`src/ptp_pkg.sv`:
```
// shared types and constants for the point to pixel projection core
`timescale 1ns / 1ps

package ptp_pkg;

    localparam int REF_WIDTH  = 640;
    localparam int REF_HEIGHT = 480;
    localparam int QUOT_BITS  = 17;
    localparam int NUM_W      = 64;
    localparam int CRD_W      = 30;

    typedef enum logic [2:0] {
        REG_COS_YAW   = 3'd0,
        REG_SIN_YAW   = 3'd1,
        REG_COS_PITCH = 3'd2,
        REG_SIN_PITCH = 3'd3,
        REG_CAM_X     = 3'd4,
        REG_CAM_Y     = 3'd5,
        REG_CAM_Z     = 3'd6
    } t_reg_idx;

    typedef struct packed {
        logic signed [23:0] point_x;
        logic signed [23:0] point_y;
        logic signed [23:0] point_z;
        logic        [7:0]  in_red;
        logic        [7:0]  in_green;
        logic        [7:0]  in_blue;
    } t_in_req;

    typedef struct packed {
        logic               visible;
        logic signed [15:0] pixel_u;
        logic signed [15:0] pixel_v;
        logic signed [23:0] view_depth;
        logic        [7:0]  out_red;
        logic        [7:0]  out_green;
        logic        [7:0]  out_blue;
    } t_out_req;

    typedef struct packed {
        logic signed [15:0] cos_yaw;
        logic signed [15:0] sin_yaw;
        logic signed [15:0] cos_pitch;
        logic signed [15:0] sin_pitch;
        logic signed [23:0] cam_x;
        logic signed [23:0] cam_y;
        logic signed [23:0] cam_z;
    } t_cfg;

    typedef struct packed {
        logic signed [CRD_W-1:0] x;
        logic signed [CRD_W-1:0] y;
        logic signed [CRD_W-1:0] z;
        logic        [23:0]      rgb;
    } t_view;

    // one division lane: partial remainder, divisor, quotient bits, sign and overflow flags
    typedef struct packed {
        logic [NUM_W-1:0]     rem;
        logic [NUM_W-1:0]     den;
        logic [QUOT_BITS-1:0] quot;
        logic                 neg;
        logic                 ovf;
    } t_lane;

    typedef struct packed {
        logic               visible;
        logic signed [23:0] depth;
        logic        [23:0] rgb;
    } t_side;

endpackage

```
`src/ptp_div_cell.sv`:
```
// one restoring division step for both pixel lanes
`timescale 1ns / 1ps

module ptp_div_cell #(
    parameter int STEP = 0
) (
    input  logic           i_clk,
    input  logic           i_en,
    input  ptp_pkg::t_lane i_lane_u,
    input  ptp_pkg::t_lane i_lane_v,
    input  ptp_pkg::t_side i_side,
    output ptp_pkg::t_lane o_lane_u,
    output ptp_pkg::t_lane o_lane_v,
    output ptp_pkg::t_side o_side
);

    localparam int NW = ptp_pkg::NUM_W;

    logic [NW-1:0] n_subu, n_subv;
    ptp_pkg::t_lane n_u, n_v;

    always_comb begin
        n_subu = i_lane_u.rem - (i_lane_u.den << STEP);
        n_subv = i_lane_v.rem - (i_lane_v.den << STEP);
        n_u = i_lane_u;
        n_v = i_lane_v;
        if (!n_subu[NW-1]) begin
            n_u.rem        = n_subu;
            n_u.quot[STEP] = 1'b1;
        end
        if (!n_subv[NW-1]) begin
            n_v.rem        = n_subv;
            n_v.quot[STEP] = 1'b1;
        end
    end

    always_ff @(posedge i_clk) begin
        if (i_en) begin
            o_lane_u <= n_u;
            o_lane_v <= n_v;
            o_side   <= i_side;
        end
    end

endmodule
```
`config.mk`:
```
export PLATFORM = sky130hd
export DESIGN_NAME = ptp_div_cell
export DESIGN_NICKNAME = d
export VERILOG_FILES = /design/src/ptp_pkg.sv /design/src/ptp_div_cell.sv
export SDC_FILE = /design/constraint.sdc
export NUM_CORES = 1
export LEC_CHECK = 0
export ABC_AREA = 1
export BUFFER_PORTS_ARGS = -buffer_cell sky130_fd_sc_hd__clkbuf_2
export CAP_MARGIN = 25
export CORE_AREA = 3 3 270 272
export CTS_CLUSTER_SIZE = 40
export DETAILED_ROUTE_END_ITERATION = 10
export DIE_AREA = 0 0 273 275
export GPL_ROUTABILITY_DRIVEN = 1
export GPL_TIMING_DRIVEN = 0
export PLACE_DENSITY = 0.55
export SLEW_MARGIN = 25
export SYNTH_ARGS = -nofsm -noshare
export SYNTH_HDL_FRONTEND = slang
export SYNTH_SLANG_ARGS = --single-unit
```
`constraint.sdc`:
```
create_clock -name i_clk -period 3.35 [get_ports i_clk]
set_input_delay 0 -clock i_clk [delete_from_list [all_inputs] [get_ports i_clk]]
set_output_delay 0 -clock i_clk [all_outputs]
set_load 0.01 [all_outputs]
```
==> out/summary.txt <==
Commonest cells after routing, fill and taps aside = 1542 x nand2_1, 777 x inv_1, 686 x clkbuf_2, 344 x dlygate4sd3_1, 343 x edfxtp_1
Vias = 25.4k
Mapped Area = 24600 um2
Slew @ Worst Pin = 791 ps
Routed WL per cell = 18.8 um
First-pass GRT wire length = 153000 um
Reg area = 10300 um2
Pin count of the biggest net entering global routing = 92
Worst path max stage delay = 540 ps
Run status = finished clean
HP Class = input pin to flop
Max-cap violation count = 0
CP max FO = 11
1st-iter DRT viols = 1880
Most frequent CP cell = nand2_1
Ys async rst share = 0
TritonCTS Buffers = 41
Die footprint = 75100 um2
Final worst-path setup slack = 422 ps
DR DRC count = 0
Vias in the first global route = 24.3k
Worst Setup End Kind = flop
Buffers added on ports = 687
Gr usage total = 0.272
Multi-input combinational cell area = 11100 um2
Die H = 275 um
Die X-Extent = 273 um
Fraction of layout cells with a size suffix above 1 = 0.179
WP buf/inv = 5
Root buf cell = clkbuf_16
Sequential-to-total area share from yosys stat = 0.419
Final net count = 5085
Setup crit end = o_lane_v[135]
CTS clk-pin slew, worst paths = 60 ps
Synth Flop Type = edfxtp_1
Place WS = 468 ps
CP Class = input pin to flop
Syn-to-layout area delta = 38.9%
WP data arrival = 3380 ps
Setup TNS = 0 ps
Io pins = 688
Unrepaired setup endpoints after global routing = no
Min cycle time layout = 2930 ps
CP top delay family = buffers and inverters
Area leader, netlist = edfxtp_1
Site row count = 98
Final setup vio count = 0
CTS tree = yes
Ranking of synthesized cells by area = edfxtp_1 42%, nand2_1 24%, inv_1 12%
Worst path slowest cell = dlygate4sd3_1
Final hold violations = 0
Remaining global-route overflow = 0
Post-synth top area share = 0.419
Vias per cell = 4.54
Antenna viol nets, final = 0
FF+latch count, synth = 343
Most common cell after layout, fill and taps aside = nand2_1
Final Slew Violations = 0
Core area = 71000 um2
Synth Area per Inst = 6.96 um2
Final WL = 106000 um
CP startpoint = i_lane_v[65]
Req. time, crit path = 3800 ps
Final Core Density = 0.481
Hold slack = 128 ps
Post-Syn Instances = 3534
Pwr Density = 428 nW/um2
Levels on crit path = 16
CTS Sinks = 343
CTS Buffer Depth = 3
Peak supply drop = 368 uV
Htree depth = 2
Initial core utilization = 0.346
Final Cycle Share = 0.874
Synthesized Nets = 4007
Fillers = 7233
Post-synth EDFFs = 343
Crit path cell chain = dlygate4sd3_1, clkbuf_2, inv_1, ha_1, nand2_1, inv_1, nand2_1, nand2_1, a21oi_1, nand2_1, a21oi_1, nand3_1, nand2_4, buf_2, nand2_1, nand2_1
Total power = 0.0146 W
Synth unique cells = 34
Static Leak = 18.9 nW
Pre-Repair DR Iteration Count = 7
Ys Warns = 0
GP Congestion = 1.00
Hpwl dp = 88700 um
Slew headroom = 0.469
Initial antenna violation count = 8
CTS resizes = 0
Fmax = 341 MHz
Setup crit start kind = input pin
## sequential cells by signal, summed over array words and instances, names as in the netlist
name	flops
o_side	49
o_lane_v	147
o_lane_u	147
## per-stage QoR
step	instances	area, um2
after floorplan	3534	24600
after global placement	5171	29200
after detailed placement	5175	29300
after CTS	5591	34100
after global routing	5595	34100
final	5600	34200
## per-layer routing
layer,part of all wire,GRT usage,vias to the layer above,routed length [um]
met4,0.021,0.0636,2,2230
met2,0.44,0.437,839,46900
li1,-,-,13000,-
met5,0.00012,0,-,13
met1,0.46,0.383,11500,48800
met3,0.072,0.0483,109,7600
## synthesized netlist by cell type, types with 10 or more instances
| master | number |
|---|---|
| nand4_1 | 36 |
| xor2_1 | 57 |
| a21oi_1 | 95 |
| o21bai_1 | 14 |
| buf_2 | 12 |
| nor2_1 | 216 |
| nand3_1 | 199 |
| ha_1 | 126 |
| edfxtp_1 | 343 |
| nand2_1 | 1542 |
| nand2_2 | 13 |
| nor2_2 | 13 |
| nor3_1 | 26 |
| inv_1 | 777 |
| buf_4 | 10 |
## how the worst min path moves through the flow
stage | from | end | slack (ps) | cells after the start
floorplan | i_lane_u[0] | o_lane_u[0] | 100 | 0
global placement | i_lane_u[12] | o_lane_u[12] | 180 | 1
detailed placement | i_side[48] | o_side[48] | 180 | 1
CTS | i_lane_u[6] | o_lane_u[6] | 80 | 2
global route | i_side[1] | o_side[1] | 110 | 2
finish | i_lane_u[15] | o_lane_u[15] | 130 | 2
## where the power goes
| group | internal [W] | switching [W] |
|---|---|---|
| Sequential | 0.00533 | 0.000134 |
| Clock | 0.00266 | 0.00193 |
| Combinational | 0.00163 | 0.00294 |
## area by class of cell
type                       count  area share
sequential                   343       0.302
timing repair buffer        1035       0.205
clock buffer                  47      0.0307
tap                          950      0.0348
buffer                        31     0.00703
multi-input combinational   2376       0.325
clock inverter                25     0.00894
inverter                     784      0.0862
antenna                        9    0.000659
## repair_timing
action | in CTS | in global routing
endpoints found under the hold margin | 381 | 0
hold buffers | 344 | 0
setup buffers | 0 | 0
endpoints found under the setup margin | 0 | 0
## logic make-up after synthesis
group | Yosys count | share of synthesized area
compound gates | 118 | 0.0256
xor+xnor | 59 | 0.0210
fa+ha+maj | 128 | 0.0658
buf+inv | 815 | 0.129
flops | 343 | 0.419
simple gates | 2071 | 0.339
Note: power is estimated with default switching activity, not from simulation.
