<file path="src/ptp_pkg.sv">
// shared types and constants for the point to pixel projection core
`timescale 1ns / 1ps

package ptp_pkg;

    localparam int REF_WIDTH  = 640;
    localparam int REF_HEIGHT = 480;
    localparam int QUOT_BITS  = 17;
    localparam int NUM_W      = 64;
    localparam int CRD_W      = 30;

    typedef enum logic [2:0] {
        REG_COS_YAW   = 3'd0,
        REG_SIN_YAW   = 3'd1,
        REG_COS_PITCH = 3'd2,
        REG_SIN_PITCH = 3'd3,
        REG_CAM_X     = 3'd4,
        REG_CAM_Y     = 3'd5,
        REG_CAM_Z     = 3'd6
    } t_reg_idx;

    typedef struct packed {
        logic signed [23:0] point_x;
        logic signed [23:0] point_y;
        logic signed [23:0] point_z;
        logic        [7:0]  in_red;
        logic        [7:0]  in_green;
        logic        [7:0]  in_blue;
    } t_in_req;

    typedef struct packed {
        logic               visible;
        logic signed [15:0] pixel_u;
        logic signed [15:0] pixel_v;
        logic signed [23:0] view_depth;
        logic        [7:0]  out_red;
        logic        [7:0]  out_green;
        logic        [7:0]  out_blue;
    } t_out_req;

    typedef struct packed {
        logic signed [15:0] cos_yaw;
        logic signed [15:0] sin_yaw;
        logic signed [15:0] cos_pitch;
        logic signed [15:0] sin_pitch;
        logic signed [23:0] cam_x;
        logic signed [23:0] cam_y;
        logic signed [23:0] cam_z;
    } t_cfg;

    typedef struct packed {
        logic signed [CRD_W-1:0] x;
        logic signed [CRD_W-1:0] y;
        logic signed [CRD_W-1:0] z;
        logic        [23:0]      rgb;
    } t_view;

    // one division lane: partial remainder, divisor, quotient bits, sign and overflow flags
    typedef struct packed {
        logic [NUM_W-1:0]     rem;
        logic [NUM_W-1:0]     den;
        logic [QUOT_BITS-1:0] quot;
        logic                 neg;
        logic                 ovf;
    } t_lane;

    typedef struct packed {
        logic               visible;
        logic signed [23:0] depth;
        logic        [23:0] rgb;
    } t_side;

endpackage

</file>
<file path="src/ptp_prep.sv">
// projection numerators and divisors, sign fold and range check
`timescale 1ns / 1ps

module ptp_prep #(
    parameter int IMAGE_WIDTH  = 640,
    parameter int IMAGE_HEIGHT = 480,
    parameter int FOCAL_REF    = 300
) (
    input  logic           i_clk,
    input  logic           i_en,
    input  ptp_pkg::t_view i_view,
    output ptp_pkg::t_lane o_lane_u,
    output ptp_pkg::t_lane o_lane_v,
    output ptp_pkg::t_side o_side
);

    localparam int NW = ptp_pkg::NUM_W;
    localparam logic signed [27:0] KU = 28'(2 * FOCAL_REF * IMAGE_WIDTH);
    localparam logic signed [27:0] KV = 28'(2 * FOCAL_REF * IMAGE_HEIGHT);
    localparam logic signed [23:0] CU = 24'(ptp_pkg::REF_WIDTH * (IMAGE_WIDTH + 1));
    localparam logic signed [23:0] CV = 24'(ptp_pkg::REF_HEIGHT * (IMAGE_HEIGHT + 1));
    localparam logic signed [11:0] DU = 12'(2 * ptp_pkg::REF_WIDTH);
    localparam logic signed [11:0] DV = 12'(2 * ptp_pkg::REF_HEIGHT);

    logic signed [NW-1:0] r_pxu, r_pzu, r_pyv, r_pzv, r_du, r_dv;
    logic signed [NW-1:0] n_nu, n_nv;
    logic [NW-1:0] r_nu, r_nv, r_du2, r_dv2;
    logic r_negu, r_negv;
    ptp_pkg::t_side r_side3, r_side4;

    always_ff @(posedge i_clk) begin
        if (i_en) begin
            r_pxu <= NW'(KU) * NW'(i_view.x);
            r_pzu <= NW'(CU) * NW'(i_view.z);
            r_pyv <= NW'(KV) * NW'(i_view.y);
            r_pzv <= NW'(CV) * NW'(i_view.z);
            r_du  <= NW'(DU) * NW'(i_view.z);
            r_dv  <= NW'(DV) * NW'(i_view.z);
            r_side3.visible <= (i_view.z > 30'sd0);
            if (i_view.z > 30'sd8388607) begin
                r_side3.depth <= 24'sd8388607;
            end else if (i_view.z < -30'sd8388608) begin
                r_side3.depth <= -24'sd8388608;
            end else begin
                r_side3.depth <= 24'(i_view.z);
            end
            r_side3.rgb <= i_view.rgb;
        end
    end

    // a negative numerator n becomes d-1-n so that floor turns into truncation
    always_comb begin
        n_nu = r_pxu + r_pzu;
        n_nv = r_pyv + r_pzv;
    end

    always_ff @(posedge i_clk) begin
        if (i_en) begin
            r_negu  <= n_nu[NW-1];
            r_negv  <= n_nv[NW-1];
            r_nu    <= n_nu[NW-1] ? r_du + ~n_nu : n_nu;
            r_nv    <= n_nv[NW-1] ? r_dv + ~n_nv : n_nv;
            r_du2   <= r_du;
            r_dv2   <= r_dv;
            r_side4 <= r_side3;
        end
    end

    always_ff @(posedge i_clk) begin
        if (i_en) begin
            o_lane_u.rem  <= r_nu;
            o_lane_u.den  <= r_du2;
            o_lane_u.quot <= '0;
            o_lane_u.neg  <= r_negu;
            o_lane_u.ovf  <= (r_nu >= (r_du2 << ptp_pkg::QUOT_BITS));
            o_lane_v.rem  <= r_nv;
            o_lane_v.den  <= r_dv2;
            o_lane_v.quot <= '0;
            o_lane_v.neg  <= r_negv;
            o_lane_v.ovf  <= (r_nv >= (r_dv2 << ptp_pkg::QUOT_BITS));
            o_side        <= r_side4;
        end
    end

endmodule

</file>
<file path="config.mk">
export PLATFORM = sky130hd
export DESIGN_NAME = ptp_prep
export DESIGN_NICKNAME = d
export VERILOG_FILES = /design/src/ptp_pkg.sv /design/src/ptp_prep.sv
export SDC_FILE = /design/constraint.sdc
export NUM_CORES = 2
export LEC_CHECK = 0
export BUFFER_PORTS_ARGS = -buffer_cell sky130_fd_sc_hd__buf_2
export CAP_MARGIN = 20
export CORE_UTILIZATION = 61
export DETAILED_ROUTE_END_ITERATION = 8
export PLACE_DENSITY_LB_ADDON = 0.12
export SLEW_MARGIN = 25
export SYNTH_ARGS = -nofsm -noshare
export SYNTH_HDL_FRONTEND = slang
export SYNTH_SLANG_ARGS = --single-unit
</file>
<file path="constraint.sdc">
create_clock -name i_clk -period 10.94 [get_ports i_clk]
set_clock_uncertainty 0.05 [all_clocks]
set_input_delay 2.188 -clock i_clk [delete_from_list [all_inputs] [get_ports i_clk]]
set_output_delay 2.188 -clock i_clk [all_outputs]
set_load 0.02 [all_outputs]
</file>
==> results.md <==
- Status: complete, but fails checks
- Failing checks: design-rule violations
- Width of the die: 329 µm
- Max transition margin: 28.0%
- Ys Warns: 0
- Share of the yosys chip area belonging to registers: between 30 and 40%
- Fmax: roughly 120 MHz
- Crit path largest cell delay: between 0.6 and 0.7 ns
- Core area: around 110,000 µm²
- Worst reg-to-reg setup slack: around 3.7 ns
- Crit-path leading delay family: adder cells
- DRC: 98
- Rows: 119
- Reg2reg start: r_pyv[8]
- Syn Inst Count: just over 6,000
- CP endpoint kind: register
- Nets: between 7,000 and 8,000
- Global Route Usage Sum: between 20 and 30%
- FF/Latch Area: roughly 22,000 µm²
- Worst Hold Depth: 0
- Drt pass-1 iters: 8
- Type of the worst setup path: in2reg
- Vias post-DR: 45,400
- Area of the multi-input gates: 37,700 µm²
- # setup viols final: 0
- Fill cells: 8,458
- CTS tree: built
- Final hold vios: 0
- Post-CTS sizing: 0
- First-pass GRT wire length: between 200,000 and 250,000 µm
- Port bufs: 410
- DP Wirelength: around 130,000 µm
- Clk sinks: roughly 750
- Post-CTS setup buffer count: 0
- Htree depth: 3
- GR Overflow Total: 0
- Reg-to-Reg End: r_nv[54]
- Asr flop ratio synth: 0%
- EDFF count, synth: 749
- Worst path bufs/invs: 4
- Path category of the worst min-delay check: reg2reg
- Pin count of the biggest net entering global routing: around 170
- Hold-fix buffers, CTS: 0
- CP most frequent cell: fa_1
- Wire per inst: 20.3 µm
- DRT antenna net count: 0
- Post-route clock period utilization: between 70% and 80%
- Post-synthesis average cell area: roughly 11 µm²
- Slowest CP cell: a2111oi_0
- Die span in y: around 330 µm
- # IOs: about 460
- Crit Path Max Fanout: 9
- Full die area: between 100,000 and 150,000 µm²
- Clk_lat worst skew: 0.67 ns
- Vias/cell: ~5.8
- Actual slew at the worst max-slew pin: between 1 and 1.5 ns
- Synth cell types: between 90 and 100
- Max-cap violations: 0
- Slew Limit Fails: 0
- Share of layout cells above drive strength 1: a little under a tenth
- Sink of the worst hold path: o_side[34]
- Clock Path Buffers: 3
- Number of global-route vias before repair: approximately 44,000
- Final min period: 8.59 ns
- CTS Buf Count: slightly above 80
- Initial antenna violation count: 12
- Cell area after synthesis: 65,100 µm²
- Worst EP arrival: between 8 and 9 ns
- Unrepaired setup endpoints after global routing: false
- Layout area overhead: 8.49%
- Hold path start: r_side4[34]
- Setup TNS: 0 ns
- #FFs+latches synth: 749
- Root Driver: clkbuf_16
- Total wire length: roughly 160,000 µm
- Critical path required time: between 10 and 15 ns
- Clock-pin slew on the worst setup and hold paths: 0.06 ns
- Iter 0 DRT Violations: around 3,700
- R2R cell count: 26
- RePlAce Congestion: 0.964
- Main synth FF type: edfxtp_1
- Starting Density: about three fifths
- Setup crit start kind: input port
[flip-flops by register name, summed over array words and instances, names as in the netlist]
name	count
r_pzv	40
r_pxu	40
r_du	33
r_nv	60
r_dv	35
r_nu	58
o_lane_u	92
r_side4	49
r_side3	49
r_du2	33
r_pzu	38
r_pyv	42
o_side	49
r_dv2	35
o_lane_v	96
[worst max path at each step]
stage	depth (start not counted)	slack, ns	to	start
2_1_floorplan	21	1.66	r_pzv[45]	i_view[53]
3_3_place_gp	25	2.01	r_pzv[45]	i_view[26]
3_5_place_dp	25	1.78	r_pzv[45]	i_view[34]
4_1_cts	25	2.46	r_pzv[45]	i_view[26]
5_1_grt	25	2.05	r_pzv[45]	i_view[26]
6_report	25	2.35	r_pzv[45]	i_view[26]
[worst reg2reg max path, stage by stage, from the launching register on]
cell       delay, ns
edfxtp_1        0.58
ha_1            0.28
inv_1           0.06
fa_1            0.40
nor2b_1         0.13
o21ai_1         0.10
a21oi_1         0.25
or4_1           0.18
nand2_1         0.12
o31ai_1         0.62
a31oi_1         0.25
o31a_1          0.35
o21ai_0         0.18
a21oi_1         0.10
xor2_1          0.41
ha_1            0.35
nand2_1         0.13
o21ai_0         0.35
o2111ai_1       0.19
a22oi_1         0.20
o21ai_0         0.18
o221a_2         0.32
o21ai_0         0.59
nand3_1         0.18
and3_1          0.20
nor2_1          0.09
o21ai_0         0.08
[cell type report]
class	count	area share [%]
inverter	1043	5.54
sequential	749	31.8
clock inverter	46	0.659
clock buffer	95	2.97
tap	1391	2.46
timing repair buffer	425	3.11
antenna	3	0.0106
multi-input combinational	4134	53.4
[layout by cell type, fill, tap and decap left out, types with 14 or more instances in the layout]
cell type and count:
a211oi_1 29, a21o_1 250, a21oi_1 413, a31oi_1 30, and2_1 20, and3_1 39
and4_1 14, buf_2 409, clkbuf_16 82, clkinv_1 14, clkinv_2 14, conb_1 48
edfxtp_1 749, fa_1 479, ha_1 845, inv_1 1039, mux2i_1 17, nand2_1 284
nand2b_1 66, nand3_1 76, nand4_1 86, nor2_1 216, nor2b_1 52, nor3_1 36
nor4_1 16, o211ai_1 20, o21a_1 52, o21ai_0 313, o21bai_1 54, o31ai_1 24
or2_2 16, or3_1 14, xnor2_1 261, xor2_1 152
[Yosys cell counts, drive strengths merged, types with 18 or more instances]
library cell  number  area (µm²)
inv             1042        3910
ha               845       10600
edfxtp           749       22500
fa               479        9590
a21oi            416        2090
o21ai            329        1660
nand2            284        1070
xnor2            262        2290
a21o             250        1880
nor2             217         815
xor2             152        1330
buf              130         928
nand4             86         538
clkbuf            78         297
nand3             76         380
nand2b            67         427
nor2b             54         338
o21bai            54         405
o21a              52         390
and3              39         244
nor3              37         190
a31oi             31         200
a211oi            29         218
o31ai             26         205
and2              21         131
o211ai            20         150
a2111oi           18         215
[metal layers]
layer,up-vias,wire length [µm],global-route usage (%)
li1,21700,-,-
met1,22100,75700,44.9
met2,1393,69900,45.1
met3,212,11000,4.38
met4,10,3410,7.04
met5,-,63,0
[logic make-up (layout without fill, tap and decap cells)]
| family | Yosys count | in the layout | share of synthesized area (%) |
|---|---|---|---|
| xor gates and xnor gates | 414 | 414 | 5.57 |
| AOI/OAI and AO/OA | 1360 | 1360 | 13.4 |
| and+or+nand+nor | 966 | 966 | 7.29 |
| other | 1 | 51 | 0.00576 |
| buffers and inverters | 1251 | 1609 | 7.90 |
| muxes | 22 | 22 | 0.348 |
| adders and majority gates | 1324 | 1324 | 31.0 |
| DFF | 749 | 749 | 34.5 |
[through the flow]
stage                     std cells  setup slack, ns  hold WS, ns  utilization [%]  area [µm²]
after floorplan                6134             1.66        0.350                -       65300
after global placement         7742             2.01        0.351             64.5       68000
after detailed placement       7742             1.78        0.355             64.5       68000
after CTS                      7883             2.46        0.366             66.9       70600
after global routing           7884             2.05        0.369             66.9       70600
final                          7886             2.35        0.364             66.9       70600
Power is left out: the tool's default activity adds up to more than one toggle a clock period on the data nets, which glitch-free logic cannot reach.
